--- config.mk ---
export PLATFORM = sky130hd
export DESIGN_NAME = mme_mac
export DESIGN_NICKNAME = d
export VERILOG_FILES = /design/src/matrix_multiply_element_assert.svh /design/src/mme_pkg.sv /design/src/mme_mac.sv
export SDC_FILE = /design/constraint.sdc
export NUM_CORES = 1
export LEC_CHECK = 0
export BUFFER_PORTS_ARGS = -buffer_cell sky130_fd_sc_hd__buf_2
export CORE_MARGIN = 1.5
export CORE_UTILIZATION = 45
export DETAILED_ROUTE_END_ITERATION = 10
export MAX_ROUTING_LAYER = met4
export SLEW_MARGIN = 20
export SYNTH_ARGS = -nofsm -noshare
export SYNTH_HDL_FRONTEND = slang
export SYNTH_SLANG_ARGS = --single-unit
--- constraint.sdc ---
create_clock -name clock -period 7.95 [get_ports clock]
set_input_delay 0 -clock clock [delete_from_list [all_inputs] [get_ports clock]]
set_output_delay 0 -clock clock [all_outputs]
set_load 0.01 [all_outputs]
--- src/matrix_multiply_element_assert.svh ---
// ----------------------------------------------------------------------------
// matrix_multiply_element_assert.svh
// Assertion macros used by the matrix multiply element RTL (mme_ctrl).
// ----------------------------------------------------------------------------
`ifndef MATRIX_MULTIPLY_ELEMENT_ASSERT_SVH
`define MATRIX_MULTIPLY_ELEMENT_ASSERT_SVH

// Check a property on every rising clock edge outside reset
`define MME_ASSERT(name, prop, msg) \
   name: assert property (@(posedge clock) disable iff (reset) prop) else $error(msg);

// Check that a condition never holds outside reset
`define MME_NEVER(name, cond, msg) \
   name: assert property (@(posedge clock) disable iff (reset) !(cond)) else $error(msg);

`endif

--- src/mme_pkg.sv ---
// ----------------------------------------------------------------------------
// mme_pkg
// Shared constants, command codes and types of the matrix multiply element.
// ----------------------------------------------------------------------------
package mme_pkg;

   // Fixed field widths of the request and response transfers
   localparam int COMMAND_BITS = 2;
   localparam int INDEX_BITS   = 10;
   localparam int VALUE_BITS   = 16;
   localparam int PRODUCT_BITS = 37;

   // Default sizes
   localparam int DIM_DEFAULT       = 32;
   localparam int ELEM_BITS_DEFAULT = 16;

   // Command codes
   localparam logic [COMMAND_BITS-1:0] CMD_WRITE_A = 2'd0;
   localparam logic [COMMAND_BITS-1:0] CMD_WRITE_B = 2'd1;
   localparam logic [COMMAND_BITS-1:0] CMD_COMPUTE = 2'd2;

   // One step handed from the sequencer to the multiply-accumulate unit
   typedef struct packed {
      logic valid;
      logic first;
      logic last;
   } mac_ctl_type;

endpackage

--- src/mme_mac.sv ---
// ----------------------------------------------------------------------------
// mme_mac
// Shared signed multiply-accumulate: one register after the multiplier,
// one accumulator kept modulo 2^PRODUCT_BITS.
// ----------------------------------------------------------------------------
module mme_mac
   import mme_pkg::*;
#(
   parameter int ELEM_BITS = ELEM_BITS_DEFAULT
) (
   input  logic                    clock,
   input  logic                    reset,
   input  mac_ctl_type             ctl,
   input  logic [ELEM_BITS-1:0]    a_data,
   input  logic [ELEM_BITS-1:0]    b_data,
   output logic [PRODUCT_BITS-1:0] acc,
   output logic                    done
);

   mac_ctl_type                   stage0_ff;
   mac_ctl_type                   stage1_ff;
   logic                          done_ff;
   logic signed [2*ELEM_BITS-1:0] prod_in;
   logic signed [2*ELEM_BITS-1:0] prod_ff;
   logic [PRODUCT_BITS-1:0]       prod_ext;
   logic [PRODUCT_BITS-1:0]       acc_in;
   logic [PRODUCT_BITS-1:0]       acc_ff;

   // Multiply the two elements that the memories just returned
   assign prod_in  = $signed(a_data) * $signed(b_data);
   assign prod_ext = PRODUCT_BITS'(prod_ff);
   assign acc_in   = stage1_ff.first ? prod_ext : acc_ff + prod_ext;

   // Advance the step controls alongside the memory read and the product
   always_ff @(posedge clock) begin
      if (reset) begin
         stage0_ff <= '0;
         stage1_ff <= '0;
         done_ff   <= 1'b0;
      end else begin
         stage0_ff <= ctl;
         stage1_ff <= stage0_ff;
         done_ff   <= stage1_ff.valid && stage1_ff.last;
      end
   end

   // Register the product, then accumulate it
   always_ff @(posedge clock) begin
      if (stage0_ff.valid) begin
         prod_ff <= prod_in;
      end
      if (stage1_ff.valid) begin
         acc_ff <= acc_in;
      end
   end

   assign acc  = acc_ff;
   assign done = done_ff;

endmodule

==> results of run 1 <==
-- through the flow --
| stage | hold slack (ps) | instances |
|---|---|---|
| 6_report | 232.6 | 1957 |
| 5_1_grt | 255.0 | 1957 |
| 4_1_cts | 227.6 | 1957 |
| 3_5_place_dp | 214.1 | 1934 |
| 3_3_place_gp | 206.2 | 1934 |
| 2_1_floorplan | 71.51 | 1501 |
-- timing repair --
| action | 4_1_cts | 5_1_grt |
|---|---|---|
| setup endpoints to repair | 0 | 0 |
| hold buffers | 7 | 0 |
| hold endpoints to repair | 7 | 0 |
-- cell usage after synthesis (2+ instances only) --
cell type,count
a211oi_2,2
o21a_1,12
a21o_2,2
a31oi_1,3
nor3_1,8
a21oi_1,60
o21ai_1,6
buf_2,3
xnor2_1,41
o311ai_1,2
xor2_1,22
a22oi_1,2
or2_2,2
nor3b_1,2
a221oi_1,2
dfxtp_1,7
and4_1,2
nand3_1,14
nand2_1,168
o21ai_0,62
nand2b_1,7
clkbuf_1,41
a211oi_1,9
o31ai_1,5
o21bai_1,6
and3_1,7
a211o_1,2
nand4_1,6
fa_1,263
ha_1,118
nor2b_1,12
or3_1,4
inv_1,298
mux2_2,2
buf_6,2
and2_1,127
a21o_1,22
o21ai_2,2
nor4b_1,6
o211ai_1,5
edfxtp_1,69
nor2_1,45
-- layout make-up --
| type | count | area share [%] |
|---|---|---|
| Clock inverter | 7 | 0.4380 |
| Multi-Input combinational cell | 1081 | 70.24 |
| Clock buffer | 9 | 1.460 |
| Inverter | 298 | 7.251 |
| Timing Repair Buffer | 84 | 3.001 |
| Sequential cell | 76 | 14.35 |
| Tap cell | 402 | 3.261 |
-- worst max-delay path, stage by stage --
cell and delay [ps]:
buf_2 320, nand2_1 140, fa_1 550, inv_1 50, fa_1 500, inv_1 50, fa_1 520, inv_1 50
fa_1 410, fa_1 520, inv_1 50, fa_1 470, inv_1 40, ha_1 340, a21oi_1 230, nand3_1 130
a211oi_1 450, nor2_1 210, a2111oi_2 460, o311ai_1 190, a21oi_1 200, xnor2_1 80
-- cells in the final DEF (no fill, tap or decap), types with 9 or more instances in the layout --
cell	instances
ha_1	118
a21oi_1	60
nand2_1	168
a211oi_1	9
clkbuf_16	9
fa_1	263
inv_1	298
xor2_1	22
nor2b_1	12
edfxtp_1	69
o21a_1	12
xnor2_1	41
and2_1	127
o21ai_0	62
a21o_1	22
nor2_1	45
buf_2	74
nand3_1	14
-- cell families (layout without fill, tap and decap cells) --
family / after synthesis / count (layout) / share of synthesized area, %
AO/OA/AOI/OAI: 221 / 221 / 10.17
flip-flops: 76 / 76 / 15.41
AND/OR/NAND/NOR: 413 / 413 / 14.27
XOR/XNOR: 63 / 63 / 3.843
adder cells (fa/ha/maj): 381 / 381 / 46.95
buffers and inverters: 344 / 398 / 9.124
multiplexers: 3 / 3 / 0.2266
-- metal layers --
metal / up-vias / global-route usage (%) / part of all wire [%]
li1: 4841 / - / -
met1: 5198 / 26.08 / 42
met2: 180 / 36.15 / 53
met3: 39 / 2.507 / 3.5
met4: 0 / 4.033 / 1.7
met5: - / - / 0
-- registers in the layout, summed over array words and instances (netlist names) --
name / flops
done: 1
acc: 37
stage0_ff: 3
stage1_ff: 3
prod_ff: 32
-- how the worst max path moves through the flow --
stage | from | to | slack [ps] | cells past startpoint
3_5_place_dp | b_data[7] | prod_ff[30] | 1710 | 22
4_1_cts | b_data[7] | prod_ff[30] | 2050 | 22
3_3_place_gp | a_data[14] | prod_ff[30] | 1850 | 22
6_report | b_data[7] | prod_ff[30] | 2050 | 22
5_1_grt | b_data[7] | prod_ff[30] | 1760 | 22
2_1_floorplan | a_data[15] | prod_ff[31] | 2340 | 19
==> impl_metrics.env, run 1 <==
export IMPL_post_place_ws_ps=1706
export IMPL_register_area_sq_um=2213
export IMPL_min_period_ps=5903
export IMPL_h_tree_depth=3
export IMPL_final_area_sq_um=15430
export IMPL_cp_arrival_ps=5990
export IMPL_holdPathEnd="prod_ff[0]"
export IMPL_rr_worst_depth=12
export IMPL_drive_gt1_share_pct=7.267
export IMPL_yosys_area_top_type_share_pct=36.67
export IMPL_syn_avg_cell_area_sq_um=9.565
export IMPL_crit_required_ps=8040
export IMPL_finalSetupViolations=0
export IMPL_final_max_slew_viol_count=0
export IMPL_synth_top_cell_by_area="fa_1"
export IMPL_ant_nets=0
export IMPL_hold_class="input port to register"
export IMPL_period_share_pct=74.26
export IMPL_drc=0
export IMPL_grt_start_max_net_pins=63
export IMPL_cts_sinks=76
export IMPL_synthCells=1501
export IMPL_r2r_slack_ps=4650
export IMPL_max_slew_margin_pct=61.24
export IMPL_cts_tree="built"
export IMPL_final_setup_tns_ps=0
export IMPL_ios=75
export IMPL_rows=65
export IMPL_die_area_sq_um=32990
export IMPL_grt_pass1_vias=10760
export IMPL_io_buffers=74
export IMPL_cap_violations=0
export IMPL_cts_root_buffer="clkbuf_16"
export IMPL_hold_viol_final=0
export IMPL_critPathLaunchType="input port"
export IMPL_synth_cell_type_count=63
export IMPL_fin_ws_ps=2047
export IMPL_grt_pass1_wl_mm=53.34
export IMPL_post_cts_setup_buffers=0
export IMPL_multi_input_area_sq_um=10840
export IMPL_synth_seq_cells=76
export IMPL_placed_area_sq_um=15060
export IMPL_syn_to_final_growth_pct=7.442
export IMPL_hp_start="b_data[0]"
export IMPL_critical_path_class="input port to register"
export IMPL_via_per_inst=5.242
export IMPL_reg2reg_from="prod_ff[0]"
export IMPL_fmax_mhz=169.4
export IMPL_fin_worst_skew_ps=9.625
export IMPL_nets=1968
export IMPL_clock_latency_ps=340
export IMPL_start_util_pct=45.62
export IMPL_ys_warn_count=0
export IMPL_clk_path_buf_depth=2
export IMPL_drtIter0Drc=495
export IMPL_core_area_sq_um=31470
export IMPL_diodes=0
export IMPL_dr_total_vias=10260
export IMPL_numCtsBuffers=9
export IMPL_antenna_found_initial=0
export IMPL_reg2reg_to="acc[36]"
export IMPL_whs_path_depth=2
export IMPL_seq_area_frac_synth_pct=15.41
export IMPL_nFillCells=2996
export IMPL_grt_use_total_pct=20.73
export IMPL_post_route_util_pct=49.01
export IMPL_drtPass1Iterations=5
export IMPL_synthTopCellsByArea="fa_1 37%, edfxtp_1 14%, ha_1 10%, inv_1 7.8%, and2_1 5.5%"
export IMPL_syn_area_sq_um=14360
export IMPL_die_height_um=181.6
export IMPL_rsz0062_at_grt="false"
export IMPL_synth_edf_count=69
export IMPL_status="finished clean"
export IMPL_syn_num_nets=1919
export IMPL_cts_resized=0
export IMPL_dp_hpwl_mm=25.80
export IMPL_gr_total_overflow=0
export IMPL_path_max_fanout=16
export IMPL_tightest_slew_ps=581.3
export IMPL_clk_pin_slew_worst_paths_ps=60
export IMPL_async_reset_ff_share_pct=0
export IMPL_endpoint_kind="register"
export IMPL_wire_per_inst_um=16.09
export IMPL_synthFlopType="edfxtp_1"
export IMPL_postRouteWirelength_mm=31.48
export IMPL_place_congestion=0.8494
export IMPL_die_width_um=181.6
Power of run 1 is left out: the tool's default activity adds up to more than one toggle a clock period on the data nets, which glitch-free logic cannot reach.
==> inputs of run 2 (changes only) <==
Clock period 7.95 ns to 4.85 ns, I/O delays scaled along.
==> run 2 against run 1 <==
Against the previous run: the run now ends with negative setup slack left; design area rose by 15%; via count rose by 4.3%; sequential cell count did not move; hold slack got worse by 0.90 ps; non-clock buffer count rose by 186; critical path depth fell by 1; final cell count rose by 9.5%; clock skew fell by 2.0 ps; largest cell class unchanged.
==> impl_metrics.env, run 2 (synthesis gave the netlist of run 1 again) <==
export IMPL_ant_nets=0
export IMPL_cts_sinks=76
export IMPL_grt_start_max_net_pins=73
export IMPL_clk_path_buf_depth=2
export IMPL_cp_arrival_ps=5210
export IMPL_cts_tree="built"
export IMPL_final_max_slew_viol_count=0
export IMPL_core_area_sq_um=31470
export IMPL_clock_latency_ps=330
export IMPL_finalSetupViolations=10
export IMPL_r2r_slack_ps=1650
export IMPL_final_cells=2143
export IMPL_diodes=0
export IMPL_min_period_ps=5127
export IMPL_endpoint_kind="register"
export IMPL_ios=75
export IMPL_hold_class="input port to register"
export IMPL_dp_cells=2098
export IMPL_die_width_um=181.6
export IMPL_antenna_found_initial=0
export IMPL_critical_path_class="input port to register"
export IMPL_syn_to_final_growth_pct=23.41
export IMPL_reg2reg_to="acc[36]"
export IMPL_final_common_cell="inv_1"
export IMPL_violations="negative setup slack"
export IMPL_numCtsBuffers=9
export IMPL_reg2reg_from="prod_ff[0]"
export IMPL_drc=0
export IMPL_h_tree_depth=3
export IMPL_rows=65
export IMPL_nets=2154
export IMPL_clk_pin_slew_worst_paths_ps=60
export IMPL_hold_viol_final=0
export IMPL_cts_root_buffer="clkbuf_16"
export IMPL_drtPass1Iterations=5
export IMPL_rr_worst_depth=12
export IMPL_max_slew_margin_pct=39.01
export IMPL_dp_hpwl_mm=28.17
export IMPL_rsz0062_at_grt="true"
export IMPL_wire_per_inst_um=15.44
export IMPL_layout_common_cells="279 x inv_1, 244 x fa_1, 178 x buf_4, 163 x nand2_1, 108 x and2_1"
export IMPL_critPathLaunchType="input port"
export IMPL_period_share_pct=105.7
export IMPL_grt_pass1_wl_mm=55.64
export IMPL_crit_end="prod_ff[31]"
export IMPL_via_per_inst=4.993
export IMPL_die_height_um=181.6
export IMPL_dr_total_vias=10700
export IMPL_place_congestion=0.9096
export IMPL_grt_use_total_pct=21.43
export IMPL_fin_ws_ps=-277.1
export IMPL_grt_pass1_vias=11150
export IMPL_postRouteWirelength_mm=33.08
export IMPL_drtIter0Drc=592
export IMPL_nFillCells=2769
export IMPL_gr_total_overflow=0
export IMPL_die_area_sq_um=32990
export IMPL_crit_required_ps=4930
export IMPL_status="finished, violations left"
export IMPL_path_max_fanout=7
export IMPL_cap_violations=0
export IMPL_fin_worst_skew_ps=7.625
export IMPL_start_util_pct=45.62
export IMPL_fmax_mhz=195.0
export IMPL_cp_startpoint="b_data[4]"
export IMPL_tightest_slew_ps=914.9
export IMPL_largest_reg_flops=37
export IMPL_io_buffers=74
export IMPL_drive_gt1_share_pct=23.61
-- run 2: stage by stage --
stage | util [%] | worst slack, ps | setup TNS (ps) | cell area, sq um | hold WS, ps
finish | 56.29 | -277.1 | -1321 | 17720 | 231.7
global route | 56.29 | -411.1 | -3361 | 17720 | 222.9
CTS | 55.58 | -227.1 | -1058 | 17490 | 210.4
detailed placement | 52.85 | -682.4 | -8102 | 16630 | 227.0
global placement | 52.85 | -634.5 | -7034 | 16630 | 220.3
floorplan | - | -215.1 | -1001 | 14790 | 71.51
-- run 2: final cells by class --
class | count | area [sq um] | share of cell area [%]
inverter | 298 | 1125 | 6.348
clock buffer | 9 | 225.2 | 1.271
multi-input combinational | 1081 | 11360 | 64.11
tap | 402 | 503.0 | 2.839
clock inverter | 7 | 91.34 | 0.5155
timing repair buffer | 270 | 2201 | 12.42
sequential | 76 | 2215 | 12.50
-- run 2: metal layers --
metal  GRT usage (%)  share of wire [%]  vias to the layer above
li1                -                  -                     5208
met1           31.29                 50                     5250
met5               -                  0                        -
met4           3.600               0.80                        0
met3           1.364                4.1                       17
met2           33.49                 45                      225
-- run 2: repair_timing --
action | CTS | global route
cloned | 1 | 1
pin swaps | 60 | 39
resized for setup | 101 | 45
setup endpoints to repair | 13 | 15
hold buffers | 6 | 0
hold endpoints to repair | 7 | 0
setup buffers | 16 | 7
-- run 2: how the worst min path moves through the flow --
stage,start,to,slack [ps],cells after the start
after global placement,ctl[1],stage0_ff[1],220,2
after floorplan,reset,done,70,1
after detailed placement,ctl[1],stage0_ff[1],230,2
final,a_data[0],prod_ff[0],230,3
after CTS,a_data[0],prod_ff[0],210,3
after global routing,a_data[0],prod_ff[0],220,3
-- run 2: critical path, stage by stage --
cell and delay [ps]:
buf_12 120, buf_4 130, and2_4 130, fa_1 500
inv_1 60, fa_1 510, fa_1 460, fa_1 540
inv_2 40, fa_1 520, fa_1 450, ha_4 320
o211ai_1 110, buf_4 160, o21ai_4 130, a41oi_2 150
o21ai_2 230, a211oi_4 110, o311ai_1 300, a21oi_1 120
xnor2_1 130
Power of run 2 is left out for the same reason.
