### config.mk
export PLATFORM = sky130hd
export DESIGN_NAME = mme_ctrl
export DESIGN_NICKNAME = d
export VERILOG_FILES = /design/src/mme_pkg.sv /design/src/mme_ctrl.sv
export VERILOG_INCLUDE_DIRS = /design/src /design/src/src
export SDC_FILE = /design/constraint.sdc
export NUM_CORES = 1
export LEC_CHECK = 0
export CORE_MARGIN = 2
export CORE_UTILIZATION = 23
export CTS_BUF_LIST = sky130_fd_sc_hd__clkbuf_16
export CTS_CLUSTER_SIZE = 25
export DETAILED_ROUTE_END_ITERATION = 12
export DONT_BUFFER_PORTS = 1
export GPL_TIMING_DRIVEN = 0
export SLEW_MARGIN = 20
export SYNTH_ARGS = -nofsm -noshare
export SYNTH_HDL_FRONTEND = slang
export SYNTH_SLANG_ARGS = --single-unit
### constraint.sdc
create_clock -name clock -period 10.5 [get_ports clock]
set_clock_uncertainty 0.1 [all_clocks]
set_input_delay 0.525 -clock clock [delete_from_list [all_inputs] [get_ports clock]]
set_output_delay 0.525 -clock clock [all_outputs]
set_load 0.02 [all_outputs]
### src/matrix_multiply_element_assert.svh
// ----------------------------------------------------------------------------
// matrix_multiply_element_assert.svh
// Assertion macros used by the matrix multiply element RTL (mme_ctrl).
// ----------------------------------------------------------------------------
`ifndef MATRIX_MULTIPLY_ELEMENT_ASSERT_SVH
`define MATRIX_MULTIPLY_ELEMENT_ASSERT_SVH

// Check a property on every rising clock edge outside reset
`define MME_ASSERT(name, prop, msg) \
   name: assert property (@(posedge clock) disable iff (reset) prop) else $error(msg);

// Check that a condition never holds outside reset
`define MME_NEVER(name, cond, msg) \
   name: assert property (@(posedge clock) disable iff (reset) !(cond)) else $error(msg);

`endif

### src/mme_pkg.sv
// ----------------------------------------------------------------------------
// mme_pkg
// Shared constants, command codes and types of the matrix multiply element.
// ----------------------------------------------------------------------------
package mme_pkg;

   // Fixed field widths of the request and response transfers
   localparam int COMMAND_BITS = 2;
   localparam int INDEX_BITS   = 10;
   localparam int VALUE_BITS   = 16;
   localparam int PRODUCT_BITS = 37;

   // Default sizes
   localparam int DIM_DEFAULT       = 32;
   localparam int ELEM_BITS_DEFAULT = 16;

   // Command codes
   localparam logic [COMMAND_BITS-1:0] CMD_WRITE_A = 2'd0;
   localparam logic [COMMAND_BITS-1:0] CMD_WRITE_B = 2'd1;
   localparam logic [COMMAND_BITS-1:0] CMD_COMPUTE = 2'd2;

   // One step handed from the sequencer to the multiply-accumulate unit
   typedef struct packed {
      logic valid;
      logic first;
      logic last;
   } mac_ctl_type;

endpackage

### src/mme_ctrl.sv
// ----------------------------------------------------------------------------
// mme_ctrl
// Request handling and sequencer: splits the index into row and column,
// walks row of A and column of B, and holds the response register.
// ----------------------------------------------------------------------------
`include "matrix_multiply_element_assert.svh"

module mme_ctrl
   import mme_pkg::*;
#(
   parameter int DIM       = DIM_DEFAULT,
   parameter int ELEM_BITS = ELEM_BITS_DEFAULT,
   parameter int CELLS     = DIM_DEFAULT * DIM_DEFAULT,
   parameter int AW        = 10
) (
   input  logic                    clock,
   input  logic                    reset,
   input  logic                    req_valid,
   output logic                    req_ready,
   input  logic [COMMAND_BITS-1:0] req_command,
   input  logic [INDEX_BITS-1:0]   req_index,
   input  logic signed [VALUE_BITS-1:0] req_value,
   output logic                    rsp_valid,
   input  logic                    rsp_ready,
   output logic [INDEX_BITS-1:0]   rsp_result_index,
   output logic signed [PRODUCT_BITS-1:0] rsp_product,
   output logic                    a_wr_en,
   output logic                    b_wr_en,
   output logic [AW-1:0]           wr_addr,
   output logic [ELEM_BITS-1:0]    wr_data,
   output logic [AW-1:0]           a_rd_addr,
   output logic [AW-1:0]           b_rd_addr,
   output mac_ctl_type             mac_ctl,
   input  logic [PRODUCT_BITS-1:0] mac_acc,
   input  logic                    mac_done
);

   localparam int IB = INDEX_BITS;
   localparam int KW = (DIM > 1) ? $clog2(DIM) : 1;
   localparam logic [IB-1:0] RECIP  = IB'((1 << IB) / DIM);
   localparam logic [IB-1:0] DIM_IB = IB'(DIM);
   localparam logic [AW-1:0] DIM_AW = AW'(DIM);
   localparam logic [KW-1:0] K_LAST = KW'(DIM - 1);

   localparam logic [2:0] ST_IDLE  = 3'd0;
   localparam logic [2:0] ST_DIV   = 3'd1;
   localparam logic [2:0] ST_FIX   = 3'd2;
   localparam logic [2:0] ST_RUN   = 3'd3;
   localparam logic [2:0] ST_DRAIN = 3'd4;
   localparam logic [2:0] ST_DONE  = 3'd5;

   logic [2:0]              state_ff, state_in;
   logic [IB-1:0]           idx_ff, idx_in;
   logic [IB-1:0]           quot_ff, quot_in;
   logic [IB-1:0]           col_ff, col_in;
   logic [AW-1:0]           a_addr_ff, a_addr_in;
   logic [AW-1:0]           b_addr_ff, b_addr_in;
   logic [KW-1:0]           k_ff, k_in;
   logic                    zero_ff, zero_in;
   logic                    rsp_valid_ff, rsp_valid_in;
   logic [IB-1:0]           rsp_index_ff, rsp_index_in;
   logic [PRODUCT_BITS-1:0] rsp_product_ff, rsp_product_in;

   logic                    accept;
   logic                    in_range;
   logic                    rsp_free;
   logic [2*IB-1:0]         quot_full;
   logic [2*IB-1:0]         row_base_full;
   logic [IB-1:0]           col_raw;
   logic [IB-1:0]           col_fixed;

   // Handshake and write path
   assign req_ready = (state_ff == ST_IDLE);
   assign accept    = req_valid && req_ready;
   assign in_range  = (32'(req_index) < CELLS);
   assign rsp_free  = !rsp_valid_ff || rsp_ready;
   assign a_wr_en   = accept && in_range && (req_command == CMD_WRITE_A);
   assign b_wr_en   = accept && in_range && (req_command == CMD_WRITE_B);
   assign wr_addr   = AW'(req_index);
   assign wr_data   = ELEM_BITS'(req_value);

   // Row and column by reciprocal multiply with one correction step
   assign quot_full     = (2*IB)'(idx_ff) * (2*IB)'(RECIP);
   assign row_base_full = (2*IB)'(quot_ff) * (2*IB)'(DIM_IB);
   assign col_raw       = idx_ff - row_base_full[IB-1:0];
   assign col_fixed     = (col_raw >= DIM_IB) ? col_raw - DIM_IB : col_raw;

   // Step controls for the shared multiply-accumulate
   assign mac_ctl.valid = (state_ff == ST_RUN);
   assign mac_ctl.first = (k_ff == '0);
   assign mac_ctl.last  = (k_ff == K_LAST);
   assign a_rd_addr     = a_addr_ff;
   assign b_rd_addr     = b_addr_ff;

   // Sequencer next state
   always_comb begin
      state_in       = state_ff;
      idx_in         = idx_ff;
      quot_in        = quot_ff;
      col_in         = col_ff;
      a_addr_in      = a_addr_ff;
      b_addr_in      = b_addr_ff;
      k_in           = k_ff;
      zero_in        = zero_ff;
      rsp_valid_in   = rsp_valid_ff && !rsp_ready;
      rsp_index_in   = rsp_index_ff;
      rsp_product_in = rsp_product_ff;
      case (state_ff)
         ST_IDLE: begin
            if (accept && (req_command == CMD_COMPUTE)) begin
               idx_in  = req_index;
               zero_in = !in_range;
               state_in = in_range ? ST_DIV : ST_DONE;
            end
         end
         ST_DIV: begin
            quot_in  = quot_full[2*IB-1:IB];
            state_in = ST_FIX;
         end
         ST_FIX: begin
            col_in    = col_fixed;
            a_addr_in = AW'(idx_ff - col_fixed);
            b_addr_in = AW'(col_fixed);
            k_in      = '0;
            state_in  = ST_RUN;
         end
         ST_RUN: begin
            a_addr_in = a_addr_ff + AW'(1);
            b_addr_in = b_addr_ff + DIM_AW;
            k_in      = k_ff + KW'(1);
            if (k_ff == K_LAST) begin
               state_in = ST_DRAIN;
            end
         end
         ST_DRAIN: begin
            if (mac_done) begin
               state_in = ST_DONE;
            end
         end
         ST_DONE: begin
            if (rsp_free) begin
               rsp_valid_in   = 1'b1;
               rsp_index_in   = idx_ff;
               rsp_product_in = zero_ff ? '0 : mac_acc;
               state_in       = ST_IDLE;
            end
         end
         default: begin
            state_in = ST_IDLE;
         end
      endcase
   end

   // Control registers
   always_ff @(posedge clock) begin
      if (reset) begin
         state_ff     <= ST_IDLE;
         rsp_valid_ff <= 1'b0;
         k_ff         <= '0;
         zero_ff      <= 1'b0;
      end else begin
         state_ff     <= state_in;
         rsp_valid_ff <= rsp_valid_in;
         k_ff         <= k_in;
         zero_ff      <= zero_in;
      end
   end

   // Payload registers
   always_ff @(posedge clock) begin
      idx_ff         <= idx_in;
      quot_ff        <= quot_in;
      col_ff         <= col_in;
      a_addr_ff      <= a_addr_in;
      b_addr_ff      <= b_addr_in;
      rsp_index_ff   <= rsp_index_in;
      rsp_product_ff <= rsp_product_in;
   end

   assign rsp_valid        = rsp_valid_ff;
   assign rsp_result_index = rsp_index_ff;
   assign rsp_product      = rsp_product_ff;

   `MME_ASSERT(a_compute_starts, (accept && (req_command == CMD_COMPUTE) && in_range) |=> (state_ff == ST_DIV), "in-range compute did not start the split")
   `MME_ASSERT(a_done_holds, ((state_ff == ST_DONE) && rsp_valid_ff && !rsp_ready) |=> ((state_ff == ST_DONE) && $stable(rsp_index_ff)), "pending response overwritten")
   `MME_NEVER(a_done_outside_drain, mac_done && (state_ff != ST_DRAIN), "accumulator finished outside drain")
   `MME_ASSERT(a_col_range, (state_ff == ST_RUN) |-> (col_ff < DIM_IB), "column out of range during walk")

endmodule
==> flow_metrics.tcl, run 1 <==
set metrics [dict create \
    run_status "complete, no violations" \
    report.final.setup_viol 0 \
    place.port_buffers 0 \
    maxClockFrequency_ghz 0.224 \
    grt_use_met3 0.0344 \
    drt_iter0_markers 161 \
    tightestPinTransition_ns 1.00 \
    worst-path-max-fanout 9 \
    detailedRoute.firstPassIterationCount 4 \
    finalCriticalPeriod_ns 4.46 \
    ys.flop_type "edfxtp_1" \
    postCtsHoldBufs 0 \
    reg2reg_depth 16 \
    drc 0 \
    final-max-slew-violation-count 0 \
    yosys_warnings 0 \
    synth_top_cells_by_area "edfxtp_1 (61%), buf_4 (4.8%), dfxtp_1 (4.5%), ha_1 (4.0%), a21oi_1 (2.1%)" \
    synth_sequential_area_ratio 0.654 \
    dp_hpwl_um 6880 \
    num_antenna_cells 0 \
    die_x_um 137 \
    startpoint_type "flip-flop" \
    synth_most_common_cell "edfxtp_1" \
    design.final.nets 403 \
    cellPowerDensity_mw_per_mm2 173 \
    async_flop_share 0 \
    cts_root_buffer "clkbuf_16" \
    synth_edf_count 82 \
    detail-route-antenna-nets 0 \
    ioPinCount 170 \
    grt_max_degree 31 \
    gr-usage-all-layers 0.0959 \
    design.core.area_mm2 0.0172 \
    max-slew-margin-rel 0.321 \
    wirelength_um 9050 \
    floorplan.die_area_mm2 0.0187 \
    wire_length_of_the_first_global_routing_pass_um 12900 \
    tritoncts.num_buffers 9 \
    drv_cap 0 \
    num-fill-cells 1728 \
    hold_viol 0 \
    synth_area_mm2 0.00404 \
    antenna_found_initial 0 \
    worst_setup_path_end_kind "flip-flop" \
    postLayoutCoreUtil 0.271 \
    initial_standard_cell_utilization_of_the_core 0.235 \
    post_synthesis_mean_instance_area_um2 13.2 \
    worst_slack_ns 6.04 \
    final_layout_setup_total_negative_slack_ns 0 \
    dp_worst_setup_slack_ns 5.99 \
    post_drt_wl_per_cell_um 16.5 \
    num_rows 48 \
    critical_path_data_arrival_time_ns 4.43 \
    post_cts_resized 0 \
    finalCritPeriodShare 0.424 \
    post-synth-top-area-fraction 0.609 \
    number_of_setup_buffers_added_after_cts 0 \
    tritoncts "done" \
    postSynthCellCount 306 \
    gp_congestion 0.783 \
    hold-path-cell-count 0 \
    timing_worst_setup_path_type "reg -> reg" \
    routed-via-count 2402 \
    netlist.top_cell.by_area "edfxtp_1" \
    netlist_top_cells_count "edfxtp_1 (82), buf_4 (26), nor2_1 (21)" \
    clkTransAtPathRegs_ns 0.08 \
    worst_hold_path_type "in -> reg" \
    power_leakage_nw 1.60 \
    groute.layer.met2.usage 0.164 \
    global_route.peak_usage_layer "met2" \
    vdd_ir_drop_max_uv 55.9 \
    clk_path_buf_depth 2 \
    grt_overflow_total 0 \
    die_y_um 137 \
    worstPathRequired_ns 10.47 \
    grt_setup_unrepaired "no" \
    number_of_global_route_vias_before_repair 2311 \
    synth.net_count 390 \
    layout-drive-gt1-share 0.182 \
    ys_ff_latch 91 \
    tritoncts_num_sinks 91 \
    detail_route.vias_per_cell 4.38 \
    post_synth_num_cell_types 49 \
    grtUsageMet1 0.103 \
    cts.htree.levels 3 \
    layout-area-overhead-vs-synth_pct 15.7 \
    skew_pair_late_insertion_delay_ns 0.34 \
]
==> cell families after synthesis <==
logic type / Yosys count / synth area share
compound gates: 45 / 0.0690
mux: 2 / 0.00557
fa+ha+maj: 15 / 0.0477
simple gates: 88 / 0.115
flops: 91 / 0.654
xor+xnor: 18 / 0.0409
buf+inv: 47 / 0.0678
==> where the power goes <==
group / internal, W / switching, W
clock network: 0.000170 / 0.000156
logic: 0.0000284 / 0.0000414
registers: 0.000404 / 0.0000105
total: 0.000602 / 0.000208
==> worst max-delay path, cell delays in order (launching register included) <==
cell and delay (ns):
edfxtp_1 0.44, inv_1 0.09, ha_1 0.23, fa_1 0.40, nand2b_1 0.17, a21oi_2 0.17, xor2_1 0.53, nand2_1 0.15
nand2_1 0.13, inv_1 0.06, ha_1 0.31, or2_2 0.31, maj3_1 0.37, mux2_2 0.27, a22oi_1 0.18, xnor2_1 0.17
o21ai_0 0.10
==> flip-flops by register name (all words and copies together), names as in the netlist <==
| register | flops |
|---|---|
| rsp_result_index | 10 |
| k_ff | 5 |
| a_rd_addr | 10 |
| quot_ff | 5 |
| b_rd_addr | 10 |
| idx_ff | 10 |
| rsp_valid | 1 |
| state_ff | 3 |
| rsp_product | 37 |
==> per-stage QoR <==
| stage | hold slack [ns] | total power, W | cells | cell area (um^2) |
|---|---|---|---|---|
| detailed placement | 0.334 | 0.000493 | 533 | 4370 |
| finish | 0.164 | 0.000809 | 549 | 4680 |
| CTS | 0.149 | 0.000823 | 549 | 4680 |
| global placement | 0.325 | 0.000491 | 531 | 4320 |
| floorplan | 0.317 | 0.000479 | 306 | 4040 |
| global route | 0.140 | 0.000844 | 549 | 4680 |
==> cell usage in the layout, fill, tap and decap left out, drive strengths merged, types with 3 or more instances in the layout <==
cell	count
edfxtp	82
buf	28
nor2	21
a21oi	19
nand2	17
inv	17
clkbuf	16
ha	13
o21ai	12
nor3	10
xnor2	9
dfxtp	9
xor2	9
nand3	8
and2	7
nand2b	5
o21a	3
a31oi	3
and3	3
or3	3
clkinv	3
==> path summary, 6_finish.rpt <==
path,from,end,slack (ns)
setup / recovery,idx_ff[5]$_DFFE_PP_,a_rd_addr[7]$_DFFE_PP_,6.04
hold / removal,mac_acc[34],rsp_product[34]$_DFFE_PP_,0.16
setup reg to reg,idx_ff[5]$_DFFE_PP_,a_rd_addr[7]$_DFFE_PP_,6.04
hold reg to reg,idx_ff[2]$_DFFE_PP_,rsp_result_index[2]$_DFFE_PP_,0.34
==> per-layer routing <==
metal | vias up | wire [um]
met2 | 111 | 4690
met4 | 0 | 249
met3 | 17 | 638
li1 | 1119 | -
met5 | - | 0
met1 | 1155 | 3470
==> area by class of cell <==
class	instances	area (um^2)	area share
sequential	91	2640	0.565
multi-input combinational	168	1140	0.244
tap	225	282	0.0602
clock buffer	9	225	0.0482
buffer	33	221	0.0474
clock inverter	7	80.1	0.0171
inverter	14	52.6	0.0112
timing repair buffer	2	32.5	0.00696
No activity file was read; power rests on OpenSTA's default activity.
==> run 2, diff against run 1 <==
==> constraint.sdc (replaced) <==
create_clock -name clock -period 4.3 [get_ports clock]
set_clock_uncertainty 0.1 [all_clocks]
set_input_delay 0.215 -clock clock [delete_from_list [all_inputs] [get_ports clock]]
set_output_delay 0.215 -clock clock [all_outputs]
set_load 0.02 [all_outputs]
==> run 2 against run 1 <==
Register-to-register slack lost 5.8 ns; worst setup slack worse by 5.8 ns; clock-buffer cell count unchanged; hold slack worse by 0.078 ns; combinational power grew to 3.2 times the previous value; cell area grew 12%; sequential power is 140% higher; first-iteration DRC count down 1.9%; fmax grew 9.5%; via count is 8.3% higher; non-clock buffer count increased by 55; global-route usage is 0.42 points higher; critical path type unchanged; largest cell class unchanged; largest power group unchanged.
==> flow_metrics.tcl, run 2 (synthesis gave the netlist of run 1 again) <==
set metrics [dict create \
    critical_path_data_arrival_time_ns 4.04 \
    detail_route.vias_per_cell 4.31 \
    design_area_mm2 0.00525 \
    largest_reg_flops 37 \
    detailedRoute.firstPassIterationCount 4 \
    tritoncts.num_buffers 9 \
    cellPowerDensity_mw_per_mm2 386 \
    worst-path-max-fanout 6 \
    dp_hpwl_um 6880 \
    run_status "complete, no violations" \
    crit_path_cell_trace "inv_1, ha_1, fa_2, nand2b_1, a21oi_4, xor2_4, nand2_1, nand2_1, inv_1, ha_1, or2_2, maj3_1, mux2_2, a22oi_2, xnor2_1, o21ai_0" \
    finalCriticalPeriod_ns 4.07 \
    startpoint_type "flip-flop" \
    maxClockFrequency_ghz 0.246 \
    number_of_global_route_vias_before_repair 2530 \
    dpl-instance-area_mm2 0.00437 \
    power_leakage_nw 1.84 \
    antenna_found_initial 0 \
    routed-via-count 2601 \
    clkTransAtPathRegs_ns 0.07 \
    place.port_buffers 0 \
    layout-area-overhead-vs-synth_pct 29.9 \
    vdd_ir_drop_max_uv 136 \
    design.final.nets 458 \
    critPathSlowestCell "edfxtp_1" \
    die_x_um 137 \
    skew_pair_late_insertion_delay_ns 0.34 \
    gr-usage-all-layers 0.100 \
    drv_cap 0 \
    worstPathRequired_ns 4.27 \
    max_stage_delay_ns 0.41 \
    detail-route-antenna-nets 0 \
    tritoncts "done" \
    final_common_cell "edfxtp_1" \
    final-max-slew-violation-count 0 \
    grt_max_degree 31 \
    floorplan.die_area_mm2 0.0187 \
    die_y_um 137 \
    layout_common_cells "edfxtp_1 (82), dlygate4sd3_1 (47), buf_4 (34), nor2_1 (20), nand2_1 (17)" \
    clk_path_buf_depth 2 \
    post_drt_wl_per_cell_um 15.6 \
    dp_worst_setup_slack_ns -0.210 \
    drc 0 \
    grt_setup_unrepaired "no" \
    worst_setup_path_end_kind "flip-flop" \
    layout-drive-gt1-share 0.190 \
    design.core.area_mm2 0.0172 \
    tightestPinTransition_ns 1.00 \
    hold_viol 0 \
    max-slew-margin-rel 0.321 \
    wirelength_um 9450 \
    num_rows 48 \
    tritoncts_num_sinks 91 \
    timing_worst_setup_path_type "reg -> reg" \
    worst_hold_path_type "in -> reg" \
    finalCritPeriodShare 0.946 \
    drt_iter0_markers 158 \
    cts.htree.levels 3 \
    num_antenna_cells 0 \
    wire_length_of_the_first_global_routing_pass_um 13700 \
    gp_congestion 0.783 \
    report.final.setup_viol 0 \
    finalHoldWorstSlack_ns 0.0861 \
    worst_slack_ns 0.231 \
    initial_standard_cell_utilization_of_the_core 0.235 \
    ioPinCount 170 \
    cts_root_buffer "clkbuf_16" \
    grt_overflow_total 0 \
]
## run 2: cell count changes in the layout (fill, tap and decap cells not counted)
cell / previous run / this run
a22oi_1: 1 / 0
buf_4: 26 / 34
dlygate4sd3_1: 0 / 47
a21oi_1: 17 / 16
a22oi_2: 0 / 1
fa_2: 0 / 1
fa_1: 1 / 0
xor2_2: 1 / 2
xor2_4: 0 / 1
xor2_1: 8 / 6
a21oi_4: 0 / 1
## run 2: worst paths after layout
kind / slack (ns) / startpoint / cells past startpoint / to
setup / recovery: 0.23 / idx_ff[5]$_DFFE_PP_ / 16 / a_rd_addr[7]$_DFFE_PP_
hold / removal: 0.09 / rsp_ready / 2 / rsp_valid$_SDFF_PP0_
setup reg to reg: 0.23 / idx_ff[5]$_DFFE_PP_ / 16 / a_rd_addr[7]$_DFFE_PP_
hold reg to reg: 0.34 / idx_ff[2]$_DFFE_PP_ / 0 / rsp_result_index[2]$_DFFE_PP_
## run 2: cell type report
type	count	area, um^2
Fill cell	1690	12000
Inverter	14	52.6
Clock buffer	9	225
Clock inverter	7	80.1
Multi-Input combinational cell	168	1180
Sequential cell	91	2640
Buffer	33	221
Timing Repair Buffer	57	563
Tap cell	225	282
## run 2: per-stage QoR
stage	util	cells	setup TNS, ns	total power, W
finish	0.305	604	0	0.00203
global route	0.305	604	0	0.00211
CTS	0.300	596	0	0.00205
detailed placement	0.254	533	-0.325	0.00120
global placement	0.251	531	-0.247	0.00120
floorplan	-	306	0	0.00117
## run 2: report_power, final
part	internal (W)	leakage, nW	switching [W]
sequential	0.000985	0.816	0.0000249
combinational	0.000108	0.876	0.000114
clock	0.000414	0.146	0.000381
## run 2: worst max-delay path, delay by kind of cell (launching register included)
family / cells / cell delay [ns]
compound gates: 3 / 0.46
xor+xnor: 2 / 0.40
fa+ha+maj: 4 / 1.28
buf+inv: 2 / 0.15
flops: 1 / 0.41
mux: 1 / 0.28
simple gates: 4 / 0.73
## run 2: timing repair
action                                 4_1_cts  5_1_grt
setup endpoints to repair                    2        2
pin swaps                                    0        1
setup buffers                                0        8
gates resized for setup                      2        5
endpoints found under the hold margin       47        0
hold buffers                                47        0
## run 2: layer usage
metal,global-route usage,share of wire,wire length [um]
met1,0.108,0.39,3640
met2,0.173,0.52,4950
met3,0.0319,0.062,588
met4,0.0561,0.029,274
met5,0,0,0
==> run 3, diff against run 2 <==
--- a/config.mk
+++ b/config.mk
@@ -6,6 +6,9 @@
 export SDC_FILE = /design/constraint.sdc
 export NUM_CORES = 1
 export LEC_CHECK = 0
+export ABC_AREA = 1
+export CELL_PAD_IN_SITES_DETAIL_PLACEMENT = 1
+export CELL_PAD_IN_SITES_GLOBAL_PLACEMENT = 1
 export CORE_MARGIN = 2
 export CORE_UTILIZATION = 23
 export CTS_BUF_LIST = sky130_fd_sc_hd__clkbuf_16
@@ -13,6 +16,7 @@
 export DETAILED_ROUTE_END_ITERATION = 12
 export DONT_BUFFER_PORTS = 1
 export GPL_TIMING_DRIVEN = 0
+export PLACE_DENSITY_LB_ADDON = 0.1
 export SLEW_MARGIN = 20
 export SYNTH_ARGS = -nofsm -noshare
 export SYNTH_HDL_FRONTEND = slang
==> run 3 against run 2 <==
Register-to-register slack better by 0.96 ns; synthesized cell count is 16% higher; core utilization is 0.85 points lower; total power is 35% higher; worst setup slack better by 0.96 ns; largest power group unchanged; combinational power grew to 3.1 times the previous value; cell area is 0.62% higher.
==> flow_metrics.tcl, run 3 <==
set metrics [dict create \
    antenna_found_initial 0 \
    layout-drive-gt1-share 0.183 \
    design.final.nets 500 \
    startpoint_type "flip-flop" \
    tritoncts.num_buffers 9 \
    grt_max_degree 24 \
    worst_slack_ns 1.19 \
    reg2reg_to "a_rd_addr[8]$_DFFE_PP_" \
    cellPowerDensity_mw_per_mm2 517 \
    dp_hpwl_um 7660 \
    detailedRoute.firstPassIterationCount 4 \
    clk_path_buf_depth 2 \
    synth_top_cells_by_area "edfxtp_1 (59%), buf_4 (4.9%), dfxtp_1 (4.3%), nand2_1 (4.3%), inv_1 (4.1%)" \
    drv_cap 0 \
    max-slew-margin-rel 0.299 \
    tritoncts_num_sinks 91 \
    layout_common_cells "edfxtp_1 (82), nand2_1 (48), dlygate4sd3_1 (47), inv_1 (45), nor2_1 (28)" \
    design.core.area_mm2 0.0178 \
    reg2reg_setup_slack_ns 1.19 \
    drt_iter0_markers 125 \
    grt_overflow_total 0 \
    gp_congestion 0.704 \
    ioPinCount 170 \
    ys.flop_type "edfxtp_1" \
    whs_endpoint "rsp_valid$_SDFF_PP0_" \
    hold_viol 0 \
    power_leakage_nw 2.01 \
    tritoncts "done" \
    run_status "complete, no violations" \
    tightestPinTransition_ns 1.04 \
    number_of_global_route_vias_before_repair 2752 \
    cts.htree.levels 3 \
    die_x_um 138 \
    maxClockFrequency_ghz 0.322 \
    worst-path-max-fanout 5 \
    num-fill-cells 1971 \
    floorplan.die_area_mm2 0.0191 \
    post_synthesis_mean_instance_area_um2 11.7 \
    final-max-slew-violation-count 0 \
    num_rows 49 \
    regToRegStartpoint "idx_ff[5]$_DFFE_PP_" \
    ys_ff_latch 91 \
    timing_worst_setup_path_type "reg -> reg" \
    vdd_ir_drop_max_uv 178 \
    report.final.setup_viol 0 \
    post_drt_wl_per_cell_um 15.6 \
    ff_latch_area_mm2 0.00264 \
    reg2reg_depth 18 \
    post_cts_resized 0 \
    hold-path-cell-count 3 \
    detail-route-antenna-nets 0 \
    synth.net_count 439 \
    finalCriticalPeriod_ns 3.11 \
    synth_edf_count 82 \
    worstPathRequired_ns 4.31 \
    gr-usage-all-layers 0.106 \
    grt_setup_unrepaired "no" \
    wirelength_um 10100 \
    routed-via-count 2668 \
    wire_length_of_the_first_global_routing_pass_um 15800 \
    postSynthCellCount 355 \
    cts_root_buffer "clkbuf_16" \
    netlist_top_cells_count "edfxtp_1 (82), nand2_1 (48), inv_1 (45)" \
    yosys_warnings 0 \
    synth_sequential_area_ratio 0.637 \
    skew_pair_late_insertion_delay_ns 0.34 \
    dp_worst_setup_slack_ns 1.11 \
    initial_standard_cell_utilization_of_the_core 0.232 \
    startpoint "idx_ff[5]$_DFFE_PP_" \
    post-synth-top-area-fraction 0.594 \
    final_common_cell "edfxtp_1" \
    worst_setup_path_end_kind "flip-flop" \
    synth_area_mm2 0.00415 \
    num_antenna_cells 0 \
    async_flop_share 0 \
    place.port_buffers 0 \
    drc 0 \
    number_of_setup_buffers_added_after_cts 0 \
    post_synth_num_cell_types 36 \
    finalCritPeriodShare 0.722 \
    hp-start "rsp_ready" \
    die_y_um 138 \
    worst_hold_path_type "in -> reg" \
    layout-area-overhead-vs-synth_pct 27.5 \
    clkTransAtPathRegs_ns 0.08 \
    synth_most_common_cell "edfxtp_1" \
    postCtsHoldBufs 47 \
    multi_input_area_mm2 0.00113 \
    netlist.top_cell.by_area "edfxtp_1" \
    detail_route.vias_per_cell 4.10 \
    critical_path_data_arrival_time_ns 3.11 \
    largest_reg_flops 37 \
    finalHoldWorstSlack_ns 0.0172 \
]
## run 3: area by class of cell
cell class | instances | share of cell area
plain buffers | 31 | 0.0414
flip-flops and latches | 91 | 0.500
well taps | 229 | 0.0542
clock inverters | 7 | 0.0135
inverters | 47 | 0.0334
multi-input cells | 186 | 0.213
clock buffers | 9 | 0.0426
repair buffers | 50 | 0.102
## run 3: cells by family after synthesis
group	after synthesis	synth area share
AOI/OAI and AO/OA	35	0.0465
xor gates and xnor gates	5	0.0124
DFF	91	0.637
buffers and inverters	78	0.0954
and+or+nand+nor	132	0.164
adders and majority gates	14	0.0441
## run 3: layer usage
layer	share of wire	GRT usage
met5	0	0
met1	0.41	0.125
met2	0.53	0.186
met4	0.016	0.0392
met3	0.043	0.0291
## run 3: how the worst max path moves through the flow
stage,slack [ns],endpoint,cells past startpoint
final,1.19,a_rd_addr[8]$_DFFE_PP_,18
after global placement,-0.57,rsp_product[28]$_DFFE_PP_,5
after global routing,0.88,a_rd_addr[9]$_DFFE_PP_,17
after CTS,1.10,a_rd_addr[9]$_DFFE_PP_,19
after floorplan,0.68,rsp_product[0]$_DFFE_PP_,5
after detailed placement,1.11,a_rd_addr[9]$_DFFE_PP_,19
## run 3: power by group
| group | internal (W) | switching, W |
|---|---|---|
| clock | 0.000408 | 0.000375 |
| combinational | 0.000248 | 0.000437 |
| sequential | 0.00111 | 0.000150 |
## run 3: metrics by stage
step                 util  TNS (ns)  total power (W)  cell area (um^2)  cells
floorplan               -         0          0.00177              4150    355
global placement    0.248    -26.66          0.00193              4430    584
detailed placement  0.253         0          0.00195              4510    587
CTS                 0.296         0          0.00279              5280    650
global route        0.296         0          0.00290              5280    650
finish              0.296         0          0.00273              5280    650
## run 3: worst max-delay path, stage by stage (launching register included)
cell	delay, ns
edfxtp_1	0.42
inv_1	0.10
ha_1	0.23
fa_1	0.41
inv_1	0.08
nand2_2	0.07
nand2_2	0.07
nand3_1	0.08
nand2_2	0.12
nand3_4	0.14
nand2_1	0.12
inv_1	0.06
ha_1	0.33
o21ai_2	0.15
nand2_1	0.08
nand3_2	0.08
nand3_1	0.07
nand3_1	0.10
nand2_1	0.05
